## config.mk

```make
export PLATFORM = sky130hd
export DESIGN_NAME = grid_region_size_with_charge
export DESIGN_NICKNAME = d
export VERILOG_FILES = /design/src/hw/rtl/gsc_pkg.sv /design/src/hw/rtl/gsc_nbr_unit.sv /design/src/hw/rtl/gsc_fill_seq.sv /design/src/hw/rtl/grid_region_size_with_charge.sv
export SDC_FILE = /design/constraint.sdc
export NUM_CORES = 1
export LEC_CHECK = 0
export ABC_CLOCK_PERIOD_IN_PS = 10600
export BUFFER_PORTS_ARGS = -buffer_cell sky130_fd_sc_hd__buf_2
export CELL_PAD_IN_SITES_DETAIL_PLACEMENT = 1
export CELL_PAD_IN_SITES_GLOBAL_PLACEMENT = 2
export CORE_MARGIN = 4
export CORE_UTILIZATION = 51
export CTS_CLUSTER_SIZE = 20
export DETAILED_ROUTE_END_ITERATION = 16
export GPL_TIMING_DRIVEN = 0
export HOLD_SLACK_MARGIN = 0.02
export PLACE_DENSITY_LB_ADDON = 0.1
export SYNTH_ARGS = -nofsm -noshare
export SYNTH_HDL_FRONTEND = slang
export SYNTH_HIERARCHICAL = 1
export SYNTH_SLANG_ARGS = --single-unit
```

## constraint.sdc

```tcl
create_clock -name clk -period 10.6 [get_ports clk]
set_input_delay 0.53 -clock clk [delete_from_list [all_inputs] [get_ports clk]]
set_output_delay 0.53 -clock clk [all_outputs]
set_load 0.005 [all_outputs]
```

## src/hw/rtl/gsc_pkg.sv

```systemverilog
// ----------------------------------------------------------------------------
// gsc_pkg: shared types and constants for the region size block
// Holds field widths, request and direction codes, and the control structs
// that pass between the top level and the fill sequencer.
// ----------------------------------------------------------------------------
package gsc_pkg;

	localparam int POS_W   = 3;
	localparam int COLOR_W = 3;
	localparam int COINS_W = 8;
	localparam int SIZE_W  = 7;

	// Region count saturates at the largest value the result field can carry.
	localparam logic [SIZE_W-1:0] SIZE_SAT = 7'd127;

	// Request codes carried on req_type.
	localparam logic REQ_WRITE = 1'b0;
	localparam logic REQ_QUERY = 1'b1;

	// Neighbor directions, in the order the fill visits them.
	typedef enum logic [1:0] {
		DIR_UP    = 2'd0,
		DIR_DOWN  = 2'd1,
		DIR_LEFT  = 2'd2,
		DIR_RIGHT = 2'd3
	} dir_t;

	// Step counter value at which all four neighbors have been issued.
	localparam logic [2:0] NBR_STEPS = 3'd4;

	typedef struct packed {
		logic               req_type;
		logic [POS_W-1:0]   row;
		logic [POS_W-1:0]   col;
		logic [COLOR_W-1:0] color;
	} job_t;

	typedef struct packed {
		logic start;
		logic done_ready;
	} seq_ctl_t;

	typedef struct packed {
		logic              idle;
		logic              done_valid;
		logic [SIZE_W-1:0] size;
	} seq_stat_t;

endpackage

```

## src/hw/rtl/gsc_nbr_unit.sv

```systemverilog
// ----------------------------------------------------------------------------
// gsc_nbr_unit: neighbor step unit
// Steps one cell in a given direction, flags steps that leave the grid, and
// forms the linear cell index of the neighbor.
// ----------------------------------------------------------------------------
module gsc_nbr_unit
	import gsc_pkg::*;
#(
	parameter int GRID_SIDE = 8,
	parameter int RW        = 3,
	parameter int CELL_W    = 6
) (
	input  logic [RW-1:0]     cur_row,
	input  logic [RW-1:0]     cur_col,
	input  dir_t              dir,
	output logic [RW-1:0]     nbr_row,
	output logic [RW-1:0]     nbr_col,
	output logic [CELL_W-1:0] nbr_idx,
	output logic              nbr_ok
);

	localparam logic [RW-1:0]     LAST = RW'(GRID_SIDE - 1);
	localparam logic [CELL_W-1:0] SIDE = CELL_W'(GRID_SIDE);

	always_comb begin
		nbr_row = cur_row;
		nbr_col = cur_col;
		nbr_ok  = 1'b1;
		case (dir)
			DIR_UP: begin
				nbr_ok  = (cur_row != '0);
				nbr_row = cur_row - RW'(1);
			end
			DIR_DOWN: begin
				nbr_ok  = (cur_row != LAST);
				nbr_row = cur_row + RW'(1);
			end
			DIR_LEFT: begin
				nbr_ok  = (cur_col != '0);
				nbr_col = cur_col - RW'(1);
			end
			DIR_RIGHT: begin
				nbr_ok  = (cur_col != LAST);
				nbr_col = cur_col + RW'(1);
			end
			default: begin
				nbr_ok = 1'b0;
			end
		endcase
	end

	assign nbr_idx = CELL_W'(nbr_row) * SIDE + CELL_W'(nbr_col);

endmodule

```

## src/hw/rtl/gsc_fill_seq.sv

```systemverilog
// ----------------------------------------------------------------------------
// gsc_fill_seq: grid store and flood fill sequencer
// Owns the cell color, visited and pending stack memories and walks the
// connected region one popped cell and one neighbor at a time.
// ----------------------------------------------------------------------------
module gsc_fill_seq
	import gsc_pkg::*;
#(
	parameter int GRID_SIDE   = 8,
	parameter int STACK_DEPTH = 64
) (
	input  logic      clk,
	input  logic      arst_n,
	input  seq_ctl_t  ctl,
	input  job_t      job,
	output seq_stat_t stat
);

	localparam int RW         = $clog2(GRID_SIDE);
	localparam int CELL_COUNT = GRID_SIDE * GRID_SIDE;
	localparam int CELL_W     = $clog2(CELL_COUNT);
	localparam int SA_W       = $clog2(STACK_DEPTH);
	localparam int ST_W       = $clog2(STACK_DEPTH + 1);
	localparam int ENT_W      = 2 * RW;

	localparam logic [CELL_W-1:0] CLR_LAST = CELL_W'(CELL_COUNT - 1);
	localparam logic [CELL_W-1:0] SIDE     = CELL_W'(GRID_SIDE);

	typedef enum logic [2:0] {
		ST_CLR,
		ST_IDLE,
		ST_VCLR,
		ST_SEED_RD,
		ST_SEED_CHK,
		ST_POP,
		ST_POPW,
		ST_NBR
	} state_t;

	// While the finished flag is set the sequencer holds its state and offers
	// the count until the top level takes it.
	state_t state_q;
	logic   done_q;

	logic [CELL_W-1:0]  clr_q;
	logic [ST_W-1:0]    top_q;
	logic [SIZE_W-1:0]  count_q;
	logic [2:0]         k_q;
	logic [COLOR_W-1:0] want_q;
	logic [RW-1:0]      seed_row_q;
	logic [RW-1:0]      seed_col_q;
	logic [CELL_W-1:0]  seed_idx_q;
	logic [RW-1:0]      cur_row_q;
	logic [RW-1:0]      cur_col_q;
	logic               p_ok_q;
	logic [RW-1:0]      p_row_q;
	logic [RW-1:0]      p_col_q;
	logic [CELL_W-1:0]  p_idx_q;

	logic [COLOR_W-1:0] cell_mem [CELL_COUNT];
	logic               vis_mem [CELL_COUNT];
	logic [ENT_W-1:0]   stk_mem [STACK_DEPTH];

	logic [COLOR_W-1:0] cell_rd_q;
	logic               vis_rd_q;
	logic [ENT_W-1:0]   stk_rd_q;

	logic               cell_we;
	logic [CELL_W-1:0]  cell_wa;
	logic [COLOR_W-1:0] cell_wd;
	logic               vis_we;
	logic [CELL_W-1:0]  vis_wa;
	logic               vis_wd;
	logic               rd_en;
	logic [CELL_W-1:0]  rd_addr;
	logic               stk_we;
	logic [SA_W-1:0]    stk_wa;
	logic [ENT_W-1:0]   stk_wd;
	logic               stk_re;
	logic [SA_W-1:0]    stk_ra;

	logic               in_grid;
	logic [RW-1:0]      job_row;
	logic [RW-1:0]      job_col;
	logic [CELL_W-1:0]  job_idx;
	logic               push_ok;
	logic               stk_room;

	logic [RW-1:0]      nbr_row;
	logic [RW-1:0]      nbr_col;
	logic [CELL_W-1:0]  nbr_idx;
	logic               nbr_ok;

	assign in_grid = (32'(job.row) < GRID_SIDE) && (32'(job.col) < GRID_SIDE);
	assign job_row = RW'(job.row);
	assign job_col = RW'(job.col);
	assign job_idx = CELL_W'(job_row) * SIDE + CELL_W'(job_col);
	assign stk_room = (32'(top_q) < STACK_DEPTH);

	gsc_nbr_unit #(
		.GRID_SIDE (GRID_SIDE),
		.RW        (RW),
		.CELL_W    (CELL_W)
	) u_nbr (
		.cur_row (cur_row_q),
		.cur_col (cur_col_q),
		.dir     (dir_t'(k_q[1:0])),
		.nbr_row (nbr_row),
		.nbr_col (nbr_col),
		.nbr_idx (nbr_idx),
		.nbr_ok  (nbr_ok)
	);

	// A neighbor checked this cycle joins the region when it is on the grid,
	// not yet marked, of the wanted color, and the stack has room.
	assign push_ok = (state_q == ST_NBR) && !done_q && p_ok_q && !vis_rd_q &&
		(cell_rd_q == want_q) && stk_room;

	always_comb begin
		cell_we = 1'b0;
		cell_wa = clr_q;
		cell_wd = '0;
		vis_we  = 1'b0;
		vis_wa  = clr_q;
		vis_wd  = 1'b0;
		rd_en   = 1'b0;
		rd_addr = nbr_idx;
		stk_we  = 1'b0;
		stk_wa  = SA_W'(top_q);
		stk_wd  = {p_row_q, p_col_q};
		stk_re  = 1'b0;
		stk_ra  = SA_W'(top_q - ST_W'(1));
		if (!done_q) begin
			case (state_q)
				ST_CLR: begin
					cell_we = 1'b1;
					vis_we  = 1'b1;
				end
				ST_IDLE: begin
					if (ctl.start && (job.req_type == REQ_WRITE) && in_grid) begin
						cell_we = 1'b1;
						cell_wa = job_idx;
						cell_wd = job.color;
					end
				end
				ST_VCLR: begin
					vis_we = 1'b1;
				end
				ST_SEED_RD: begin
					rd_en   = 1'b1;
					rd_addr = seed_idx_q;
				end
				ST_SEED_CHK: begin
					if (cell_rd_q == want_q) begin
						stk_we = 1'b1;
						stk_wa = '0;
						stk_wd = {seed_row_q, seed_col_q};
						vis_we = 1'b1;
						vis_wa = seed_idx_q;
						vis_wd = 1'b1;
					end
				end
				ST_POP: begin
					stk_re = (top_q != '0);
				end
				ST_POPW: begin
				end
				ST_NBR: begin
					rd_en = (k_q != NBR_STEPS);
					if (push_ok) begin
						stk_we = 1'b1;
						vis_we = 1'b1;
						vis_wa = p_idx_q;
						vis_wd = 1'b1;
					end
				end
				default: begin
				end
			endcase
		end
	end

	always_ff @(posedge clk) begin
		if (cell_we) begin
			cell_mem[cell_wa] <= cell_wd;
		end
		if (rd_en) begin
			cell_rd_q <= cell_mem[rd_addr];
		end
	end

	always_ff @(posedge clk) begin
		if (vis_we) begin
			vis_mem[vis_wa] <= vis_wd;
		end
		if (rd_en) begin
			vis_rd_q <= vis_mem[rd_addr];
		end
	end

	always_ff @(posedge clk) begin
		if (stk_we) begin
			stk_mem[stk_wa] <= stk_wd;
		end
		if (stk_re) begin
			stk_rd_q <= stk_mem[stk_ra];
		end
	end

	always_ff @(posedge clk or negedge arst_n) begin
		if (!arst_n) begin
			state_q    <= ST_CLR;
			done_q     <= 1'b0;
			clr_q      <= '0;
			top_q      <= '0;
			count_q    <= '0;
			k_q        <= '0;
			want_q     <= '0;
			seed_row_q <= '0;
			seed_col_q <= '0;
			seed_idx_q <= '0;
			cur_row_q  <= '0;
			cur_col_q  <= '0;
			p_ok_q     <= 1'b0;
			p_row_q    <= '0;
			p_col_q    <= '0;
			p_idx_q    <= '0;
		end else if (done_q) begin
			if (ctl.done_ready) begin
				done_q  <= 1'b0;
				state_q <= ST_IDLE;
			end
		end else begin
			case (state_q)
				ST_CLR: begin
					clr_q <= clr_q + CELL_W'(1);
					if (clr_q == CLR_LAST) begin
						clr_q   <= '0;
						state_q <= ST_IDLE;
					end
				end
				ST_IDLE: begin
					if (ctl.start) begin
						count_q    <= '0;
						want_q     <= job.color;
						seed_row_q <= job_row;
						seed_col_q <= job_col;
						seed_idx_q <= job_idx;
						clr_q      <= '0;
						if (!in_grid || (job.req_type == REQ_WRITE)) begin
							done_q <= 1'b1;
						end else begin
							state_q <= ST_VCLR;
						end
					end
				end
				ST_VCLR: begin
					clr_q <= clr_q + CELL_W'(1);
					if (clr_q == CLR_LAST) begin
						clr_q   <= '0;
						state_q <= ST_SEED_RD;
					end
				end
				ST_SEED_RD: begin
					state_q <= ST_SEED_CHK;
				end
				ST_SEED_CHK: begin
					if (cell_rd_q == want_q) begin
						top_q   <= ST_W'(1);
						state_q <= ST_POP;
					end else begin
						done_q <= 1'b1;
					end
				end
				ST_POP: begin
					if (top_q == '0) begin
						done_q <= 1'b1;
					end else begin
						top_q   <= top_q - ST_W'(1);
						state_q <= ST_POPW;
					end
				end
				ST_POPW: begin
					cur_row_q <= stk_rd_q[ENT_W-1:RW];
					cur_col_q <= stk_rd_q[RW-1:0];
					if (count_q != SIZE_SAT) begin
						count_q <= count_q + SIZE_W'(1);
					end
					k_q     <= '0;
					p_ok_q  <= 1'b0;
					state_q <= ST_NBR;
				end
				ST_NBR: begin
					if (push_ok) begin
						top_q <= top_q + ST_W'(1);
					end
					p_ok_q  <= (k_q != NBR_STEPS) && nbr_ok;
					p_row_q <= nbr_row;
					p_col_q <= nbr_col;
					p_idx_q <= nbr_idx;
					if (k_q == NBR_STEPS) begin
						state_q <= ST_POP;
					end else begin
						k_q <= k_q + 3'd1;
					end
				end
				default: begin
					state_q <= ST_IDLE;
				end
			endcase
		end
	end

	assign stat.idle       = (state_q == ST_IDLE) && !done_q;
	assign stat.done_valid = done_q;
	assign stat.size       = count_q;

endmodule

```

## src/hw/rtl/grid_region_size_with_charge.sv

```systemverilog
// ----------------------------------------------------------------------------
// grid_region_size_with_charge: connected region size with coin charge
// Top level with the request and result handshakes, the charge logic and
// the result register in front of the fill sequencer.
// ----------------------------------------------------------------------------
// The block keeps a GRID_SIDE x GRID_SIDE grid of 3-bit cell colors, all
// empty after reset. A write request stores one cell and returns a result of
// all zeros; a request outside the grid also returns zeros. A query request
// names a seed cell, a color and a coin count: when the seed holds that
// color, the block flood fills the 4-connected cells of the color with a
// pending stack of STACK_DEPTH entries and reports their count (saturating at
// 127), the coins paid and whether the coins fell short. One request is
// worked at a time. After reset the block clears its grid before in_ready
// rises. A query first clears the visited marks, one cell per cycle. Every
// popped cell costs one stack read and then one neighbor lookup per cycle
// through the read ports of the cell and visited memories. A finished
// result sits in an output register, so the next request can be taken while
// it waits for out_ready.
module grid_region_size_with_charge
	import gsc_pkg::*;
#(
	parameter int GRID_SIDE   = 8,
	parameter int STACK_DEPTH = 64
) (
	input  logic               clk,
	input  logic               arst_n,
	input  logic               in_valid,
	output logic               in_ready,
	input  logic               req_type,
	input  logic [POS_W-1:0]   row,
	input  logic [POS_W-1:0]   col,
	input  logic [COLOR_W-1:0] color,
	input  logic [COINS_W-1:0] coins,
	output logic               out_valid,
	input  logic               out_ready,
	output logic [SIZE_W-1:0]  region_size,
	output logic [SIZE_W-1:0]  coins_paid,
	output logic               eliminated
);

	seq_ctl_t  ctl;
	seq_stat_t stat;
	job_t      job;

	logic [COINS_W-1:0] coins_q;
	logic               out_valid_q;
	logic [SIZE_W-1:0]  region_size_q;
	logic [SIZE_W-1:0]  coins_paid_q;
	logic               eliminated_q;
	logic               short;
	logic               take_done;

	// A request is taken only while the sequencer sits idle.
	assign in_ready = stat.idle;

	assign job.req_type = req_type;
	assign job.row      = row;
	assign job.col      = col;
	assign job.color    = color;

	assign ctl.start      = in_valid && in_ready;
	// The result register frees up when it is empty or being drained.
	assign ctl.done_ready = !out_valid_q || out_ready;
	assign take_done      = stat.done_valid && ctl.done_ready;

	gsc_fill_seq #(
		.GRID_SIDE   (GRID_SIDE),
		.STACK_DEPTH (STACK_DEPTH)
	) u_seq (
		.clk    (clk),
		.arst_n (arst_n),
		.ctl    (ctl),
		.job    (job),
		.stat   (stat)
	);

	// The coins fall short when they are fewer than the region. In that case
	// they are below 127 and fit the paid field.
	assign short = (coins_q < {1'b0, stat.size});

	always_ff @(posedge clk or negedge arst_n) begin
		if (!arst_n) begin
			coins_q       <= '0;
			out_valid_q   <= 1'b0;
			region_size_q <= '0;
			coins_paid_q  <= '0;
			eliminated_q  <= 1'b0;
		end else begin
			if (ctl.start) begin
				coins_q <= coins;
			end
			if (take_done) begin
				out_valid_q   <= 1'b1;
				region_size_q <= stat.size;
				coins_paid_q  <= short ? coins_q[SIZE_W-1:0] : stat.size;
				eliminated_q  <= short;
			end else if (out_ready) begin
				out_valid_q <= 1'b0;
			end
		end
	end

	assign out_valid   = out_valid_q;
	assign region_size = region_size_q;
	assign coins_paid  = coins_paid_q;
	assign eliminated  = eliminated_q;

endmodule

```

==> results of run 1 <==
==> routing by layer <==
metal | global-route usage, % | part of all wire, % | vias up
met4 | 10.2 | 4.3 | 0
met5 | 0 | 0 | -
met2 | 46.9 | 51 | 590
met3 | 3.52 | 4.8 | 171
met1 | 34.9 | 40 | 9255
li1 | - | - | 7598
==> stage by stage <==
| step | power [mW] | setup WS (ns) | cell area [µm²] | std cells |
|---|---|---|---|---|
| after global routing | 10.9 | 5.11 | 34200 | 2849 |
| after CTS | 10.5 | 5.39 | 34200 | 2848 |
| final | 10.4 | 5.33 | 34200 | 2849 |
| after floorplan | 6.24 | 7.03 | 30600 | 1897 |
| after global placement | 7.85 | 5.40 | 31700 | 2708 |
| after detailed placement | 7.93 | 5.42 | 31800 | 2712 |
==> critical path: cells and delay by family (launching register included) <==
| kind | cells | cell delay, ns |
|---|---|---|
| simple gates | 6 | 2.43 |
| compound gates | 1 | 0.47 |
| buf+inv | 5 | 1.58 |
| flops | 1 | 0.42 |
==> flip-flops by register name, indices dropped and copies added, names as in the netlist, 2 cells and up <==
register,flops
u_seq/cell_rd_q,3
u_seq/p_row_q,3
u_seq/p_col_q,3
u_seq/p_idx_q,6
u_seq/seed_row_q,3
coins_q,8
u_seq/count_q,7
coins_paid,7
u_seq/stk_rd_q,6
u_seq/cell_mem,192
u_seq/vis_mem,64
u_seq/cur_col_q,3
u_seq/top_q,7
u_seq/k_q,3
u_seq/state_q,3
u_seq/clr_q,6
u_seq/seed_col_q,2
u_seq/stk_mem,384
u_seq/cur_row_q,3
region_size,7
u_seq/want_q,3
==> cell usage after synthesis (13+ instances only) <==
| cell | count |
|---|---|
| a21oi_1 | 27 |
| a22oi_1 | 15 |
| a31oi_1 | 26 |
| and3_1 | 19 |
| buf_2 | 27 |
| buf_4 | 13 |
| clkbuf_1 | 45 |
| dfrtp_1 | 79 |
| edfxtp_1 | 650 |
| inv_1 | 27 |
| mux2_2 | 44 |
| mux2i_1 | 23 |
| mux4_2 | 150 |
| nand2_1 | 207 |
| nand3_1 | 59 |
| nand4_1 | 16 |
| nor2_1 | 227 |
| o21ai_0 | 36 |
| xor2_1 | 13 |
==> power groups by stage <==
| stage | sequential (mW) | clock [mW] | combinational [mW] |
|---|---|---|---|
| after global routing | 3.70 | 2.72 | 4.44 |
| after detailed placement | 3.74 | 0 | 4.19 |
| after floorplan | 3.68 | 0 | 2.56 |
| after CTS | 3.68 | 2.59 | 4.21 |
| final | 3.68 | 2.54 | 4.21 |
| after global placement | 3.73 | 0 | 4.12 |
==> worst max-delay path by stage <==
stage                                 endpoint  slack (ns)  depth (start not counted)
2_1_floorplan      u_seq/stk_rd_q[0]$_DFFE_PP_        7.03                         11
3_3_place_gp   u_seq/cell_mem[36][0]$_DFFE_PP_        5.40                          8
3_5_place_dp   u_seq/cell_mem[35][1]$_DFFE_PP_        5.42                         13
4_1_cts        u_seq/cell_mem[36][0]$_DFFE_PP_        5.39                         13
5_1_grt        u_seq/cell_mem[36][2]$_DFFE_PP_        5.11                         13
6_report       u_seq/cell_mem[36][0]$_DFFE_PP_        5.33                         12
==> area by class of cell <==
class | count | area, µm² | area share (%)
timing repair buffer | 43 | 290 | 0.848
buffer | 95 | 469 | 1.37
clock buffer | 93 | 1990 | 5.80
clock inverter | 42 | 387 | 1.13
tap | 773 | 967 | 2.83
sequential | 729 | 21500 | 62.8
inverter | 28 | 105 | 0.307
antenna | 1 | 2.50 | 0.00731
multi-input combinational | 1045 | 8530 | 24.9
==> placed cells by master, fill, tap and decap left out, types with 10 or more instances in the layout <==
| cell | n |
|---|---|
| nand4_1 | 16 |
| xor2_1 | 13 |
| a22oi_1 | 15 |
| buf_4 | 14 |
| a21oi_1 | 27 |
| nand2_1 | 207 |
| o21ai_0 | 36 |
| nor2_1 | 227 |
| nand3_1 | 59 |
| a31oi_1 | 26 |
| clkinv_1 | 13 |
| o21ai_1 | 10 |
| mux2i_1 | 23 |
| nor2b_1 | 10 |
| edfxtp_1 | 650 |
| clkbuf_1 | 60 |
| inv_1 | 27 |
| ha_1 | 12 |
| o22ai_1 | 11 |
| nand2b_1 | 12 |
| a32oi_1 | 12 |
| mux4_2 | 150 |
| clkinv_2 | 17 |
| clkbuf_16 | 76 |
| mux2_2 | 42 |
| buf_2 | 64 |
| and3_1 | 16 |
| dfrtp_1 | 79 |
==> cell families after synthesis <==
group                      share of synthesized area [%]
xor gates and xnor gates                           0.626
AOI/OAI and AO/OA                                   4.08
adders and majority gates                          0.622
DFF                                                 70.3
and+or+nand+nor                                     8.70
buffers and inverters                               1.88
muxes                                               13.8
==> flow_metrics.py, run 1 <==
metrics = {
    "layout": {
        "drive_above_1_share_pct": 20.0,
        "syn_to_final_growth_pct": 11.9,
        "fillers": 5447,
        "finalNetCount": 2053,
        "utilization_pct": 57.8,
    },
    "clock_tree": {
        "h-tree-depth": 3,
        "clkSlewWorstSetupHoldPaths_ns": 0.06,
        "cts_hold_buf": 1,
        "post_cts_buffers": 0,
        "cts_root_buf": "clkbuf_16",
        "tritoncts": "built",
        "clkSinkCount": 729,
        "cts_resized": 0,
        "cts_made_buffers": 75,
        "clk_latency_ns": 0.62,
        "cts_buffer_depth": 3,
    },
    "yosys": {
        "synth_cell_types": 72,
        "synth-seq-cells": 729,
        "synth_nets": 1933,
        "synth_edf_count": 650,
        "synth_area_mm2": 0.0306,
        "synth_top_area_cell": "edfxtp_1",
        "ys_async_sr_fraction_pct": 10.8,
        "ys.flop_type": "edfxtp_1",
        "yosysSeqAreaShare_pct": 70.3,
        "synth_area_per_cell_um2": 16.1,
        "ys_warn_count": 6,
        "synthTopCellsByArea": "edfxtp_1, mux4_2, dfrtp_1",
        "netlist_instances": 1897,
        "netlist.area_leader.share_pct": 63.8,
    },
    "power": {
        "seqPwrFrac_pct": 35.3,
        "swShare_pct": 38.2,
        "switchingPower_mw": 3.98,
        "cellPowerDensity_mw_per_mm2": 305,
        "pwr-share-clk_pct": 24.4,
        "pwr-share-comb_pct": 40.3,
        "ir_worst_vdd_uv": 172,
        "p_int_mw": 6.44,
        "p_leak_nw": 11.3,
    },
    "timing": {
        "maxSlewViolCount": 0,
        "fin_worst_skew_ns": 0.0210,
        "tightest_slew_ns": 1.36,
        "fin_setup_tns_ns": 0,
        "period_share_pct": 49.7,
        "layout_min_cycle_time_ns": 5.27,
        "rsz0062_at_grt": "no",
        "setup_violations": 0,
        "fmax_mhz": 190,
        "slew_headroom_pct": 9.57,
        "hold_viol": 0,
        "hold_slack_ns": 0.124,
    },
    "worst_setup_path": {
        "cp_cell_sequence": "clkbuf_1, nor3_2, nand2_1, inv_1, clkbuf_1, nor2b_1, nand2_1, clkbuf_1, buf_1, o21ai_1, nand2_1, nor2_1",
        "crit_start": "u_seq/done_q$_DFF_PN0_",
        "crit_slowest_cell": "nor3_2",
        "critPathKind": "reg2reg",
        "cp-end-kind": "flip-flop",
        "rr_endpoint": "u_seq/cell_mem[36][0]$_DFFE_PP_",
        "r2r-start": "u_seq/done_q$_DFF_PN0_",
        "ff2ff_path_depth": 12,
        "r2r_slack_ns": 5.33,
        "crit_fanout": 14,
        "crit_path_max_incr_delay_ns": 0.66,
        "cp.required_ns": 10.87,
        "cp-start-kind": "flip-flop",
        "arrival_ns": 5.54,
    },
    "floorplanning": {
        "start_util_pct": 51.6,
        "core_area_mm2": 0.0592,
        "die_w_um": 253,
        "rows": 89,
        "die_area_mm2": 0.0640,
        "ios": 39,
        "die_height_um": 253,
    },
    "routing": {
        "dr.pass1.iters": 5,
        "drtIter0Drc": 1654,
        "ant_nets": 0,
        "drcViolationCount": 0,
        "wl_per_cell_um": 29.7,
        "viasPerCell": 6.18,
        "wirelength_um": 84600,
        "vias": 17600,
    },
    "grt": {
        "grt-ovfl-total": 0,
        "track_usage_pct": 26.9,
        "grt_pass1_wl_um": 126000,
        "grt_start_max_net_pins": 68,
        "antenna_found_initial": 1,
        "grt_pass1_vias": 18800,
    },
    "min_path": {
        "hold_class": "in2reg",
        "hp-start": "coins[6]",
        "holdPathStages": 3,
        "holdPathEnd": "coins_q[6]$_DFFE_PN0P_",
    },
    "placement": {
        "place_congestion": 0.861,
        "hpwl_um": 57500,
        "portBuffers": 38,
    },
    "run_status": {
        "status": "completed",
    },
    "run": {
        "cap_violations": 0,
    },
}
Power figures use the tool's default switching activity.
==> run 2: changes to the inputs <==
--- a/config.mk
+++ b/config.mk
@@ -5,12 +5,12 @@
 export SDC_FILE = /design/constraint.sdc
 export NUM_CORES = 1
 export LEC_CHECK = 0
-export ABC_CLOCK_PERIOD_IN_PS = 10600
+export ABC_CLOCK_PERIOD_IN_PS = 4540
 export BUFFER_PORTS_ARGS = -buffer_cell sky130_fd_sc_hd__buf_2
 export CELL_PAD_IN_SITES_DETAIL_PLACEMENT = 1
 export CELL_PAD_IN_SITES_GLOBAL_PLACEMENT = 2
 export CORE_MARGIN = 4
-export CORE_UTILIZATION = 51
+export CORE_UTILIZATION = 43
 export CTS_CLUSTER_SIZE = 20
 export DETAILED_ROUTE_END_ITERATION = 16
 export GPL_TIMING_DRIVEN = 0
==> constraint.sdc (replaced) <==
create_clock -name clk -period 4.54 [get_ports clk]
set_input_delay 0.227 -clock clk [delete_from_list [all_inputs] [get_ports clk]]
set_output_delay 0.227 -clock clk [all_outputs]
set_load 0.005 [all_outputs]
==> run 2 against run 1 <==
Net effect:
- utilization down 8.2 points
- clock power increased by 150%
- clock skew down 0.00055 ns
- cell count increased by 6.8%
- first-iteration DRC count shrank 4.2%
- critical path depth did not move
- total power rose by 140%
- count of clock-buffer cells in the layout is 4 higher
- global-route usage decreased by 3.4 points
- setup slack worse by 5.2 ns
- register-to-register slack got worse by 5.2 ns
- critical endpoint is now u_seq/cell_rd_q[1]$_DFFE_PP_
==> flow_metrics.py, run 2 (synthesis results as in run 1) <==
metrics = {
    "grt": {
        "grt_start_max_net_pins": 68,
        "global_route.usage.met1_pct": 31.2,
        "grt_pass1_wl_um": 129000,
        "grt_pass1_vias": 18900,
        "antenna_found_initial": 0,
        "gr-usage-met2_pct": 40.6,
        "use_met3_pct": 2.98,
        "track_usage_pct": 23.5,
        "top_usage_layer": "met2",
        "grt-ovfl-total": 0,
    },
    "layout": {
        "fillers": 6692,
        "finalNetCount": 2075,
        "seqCellArea_mm2": 0.0215,
        "largest_reg_flops": 384,
        "layout_common_cells": "edfxtp_1, nor2_1, nand2_1, mux4_2, clkbuf_16",
        "utilization_pct": 49.6,
        "drive_above_1_share_pct": 20.8,
        "multi_input_area_mm2": 0.00857,
        "final_common_cell": "edfxtp_1",
        "final_area_mm2": 0.0348,
        "top_register": "u_seq/stk_mem",
        "reg_top3": "u_seq/stk_mem (384), u_seq/cell_mem (192), u_seq/vis_mem (64)",
        "syn_to_final_growth_pct": 13.9,
    },
    "timing": {
        "layout_min_cycle_time_ns": 4.38,
        "fmax_mhz": 228,
        "tightest_slew_ns": 1.32,
        "period_share_pct": 96.4,
        "setup_violations": 0,
        "slew_headroom_pct": 9.52,
        "fin_worst_skew_ns": 0.0205,
        "maxSlewViolCount": 0,
        "hold_viol": 0,
        "rsz0062_at_grt": "no",
    },
    "clock_tree": {
        "clkSlewWorstSetupHoldPaths_ns": 0.06,
        "cts_root_buf": "clkbuf_16",
        "cts_buffer_depth": 3,
        "post_cts_buffers": 0,
        "h-tree-depth": 3,
        "cts_made_buffers": 80,
        "clkSinkCount": 729,
        "tritoncts": "built",
        "clk_latency_ns": 0.63,
    },
    "power": {
        "p_leak_nw": 11.5,
        "ir_worst_vdd_uv": 352,
        "power_mw": 24.9,
        "cellPowerDensity_mw_per_mm2": 714,
    },
    "min_path": {
        "hold_class": "in2reg",
        "hp-start": "out_ready",
    },
    "routing": {
        "drtIter0Drc": 1584,
        "drcViolationCount": 0,
        "viasPerCell": 5.81,
        "wl_per_cell_um": 28.7,
        "ant_nets": 0,
        "dr.pass1.iters": 6,
        "vias": 17700,
        "wirelength_um": 87200,
    },
    "worst_setup_path": {
        "arrival_ns": 4.72,
        "rr_endpoint": "u_seq/cell_rd_q[1]$_DFFE_PP_",
        "ff2ff_path_depth": 12,
        "cp-end-kind": "flip-flop",
        "r2r-start": "u_seq/k_q[1]$_DFFE_PN0P_",
        "r2r_slack_ns": 0.16,
        "crit_start": "u_seq/k_q[1]$_DFFE_PN0P_",
        "critPathCapture": "u_seq/cell_rd_q[1]$_DFFE_PP_",
        "crit_fanout": 10,
        "cp.required_ns": 4.88,
        "cp-start-kind": "flip-flop",
        "critPathKind": "reg2reg",
    },
    "run_status": {
        "status": "completed",
    },
    "floorplanning": {
        "start_util_pct": 43.5,
        "die_area_mm2": 0.0755,
        "ios": 39,
        "die_w_um": 275,
        "core_area_mm2": 0.0703,
        "die_height_um": 275,
        "rows": 97,
    },
    "placement": {
        "place_congestion": 0.820,
        "portBuffers": 38,
        "placed_cell_area_mm2": 0.0321,
        "hpwl_um": 59100,
    },
    "run": {
        "cap_violations": 0,
    },
}
run 2: cell types whose count changed in the layout (fill, tap and decap cells not counted), moves of 4 or more:
| cell | before | now |
|---|---|---|
| clkbuf_1 | 60 | 49 |
| clkbuf_16 | 76 | 81 |
| clkbuf_2 | 0 | 7 |
| clkinv_1 | 13 | 18 |
| dlygate4sd3_1 | 1 | 20 |
| inv_6 | 1 | 5 |
run 2: worst min path at each step:
stage	slack [ns]	cells after the start	to
2_1_floorplan	-0.07	0	coins_paid[0]$_DFFE_PN0P_
3_3_place_gp	0.44	3	coins_q[5]$_DFFE_PN0P_
3_5_place_dp	0.22	1	u_seq/state_q[2]$_DFFE_PN0P_
4_1_cts	0.02	3	out_valid$_DFFE_PN0P_
5_1_grt	0.07	3	out_valid$_DFFE_PN0P_
6_report	0.06	3	out_valid$_DFFE_PN0P_
run 2: layout make-up:
class / instances / share of cell area [%]
inverter: 28 / 0.316
buffer: 93 / 1.35
antenna: 1 / 0.00718
clock buffer: 97 / 6.08
timing repair buffer: 62 / 1.38
clock inverter: 47 / 1.22
multi-input combinational: 1045 / 24.6
tap: 940 / 3.38
sequential: 729 / 61.7
run 2: critical path: stages (launching register included):
cell      delay, ns
dfrtp_1        0.47
buf_4          0.22
nand2_1        0.08
fa_1           0.39
xnor2_1        0.15
nand2_1        0.08
xnor2_1        0.15
buf_4          0.16
mux2i_1        0.96
nand2_1        0.38
a221oi_1       0.38
o21ai_0        0.22
a31oi_1        0.46
run 2: power breakdown:
group	internal, mW	switching, mW
registers	8.28	0.314
clock network	3.67	2.66
logic	3.43	6.51
total	15.4	9.48
run 2: what timing repair did:
action,CTS,global route
hold buffers,20,0
gates resized for setup,9,10
endpoints found under the hold margin,97,0
endpoints found under the setup margin,198,120
pin swaps,0,0
run 2: per-stage QoR:
step / std cells / setup TNS, ns / setup WS [ns] / hold WS [ns]
2_1_floorplan: 1897 / 0 / 0.967 / -0.0686
3_3_place_gp: 2875 / -195.42 / -0.699 / 0.436
3_5_place_dp: 2879 / -81.42 / -0.647 / 0.220
4_1_cts: 3042 / 0 / 0.0136 / 0.0220
5_1_grt: 3041 / 0 / 0.0178 / 0.0652
6_report: 3042 / 0 / 0.162 / 0.0616
run 2: metal layers:
layer | up-vias | share of wire, %
met5 | - | 0
met4 | 0 | 3.4
met1 | 9382 | 41
li1 | 7657 | -
met2 | 490 | 51
met3 | 149 | 4.6
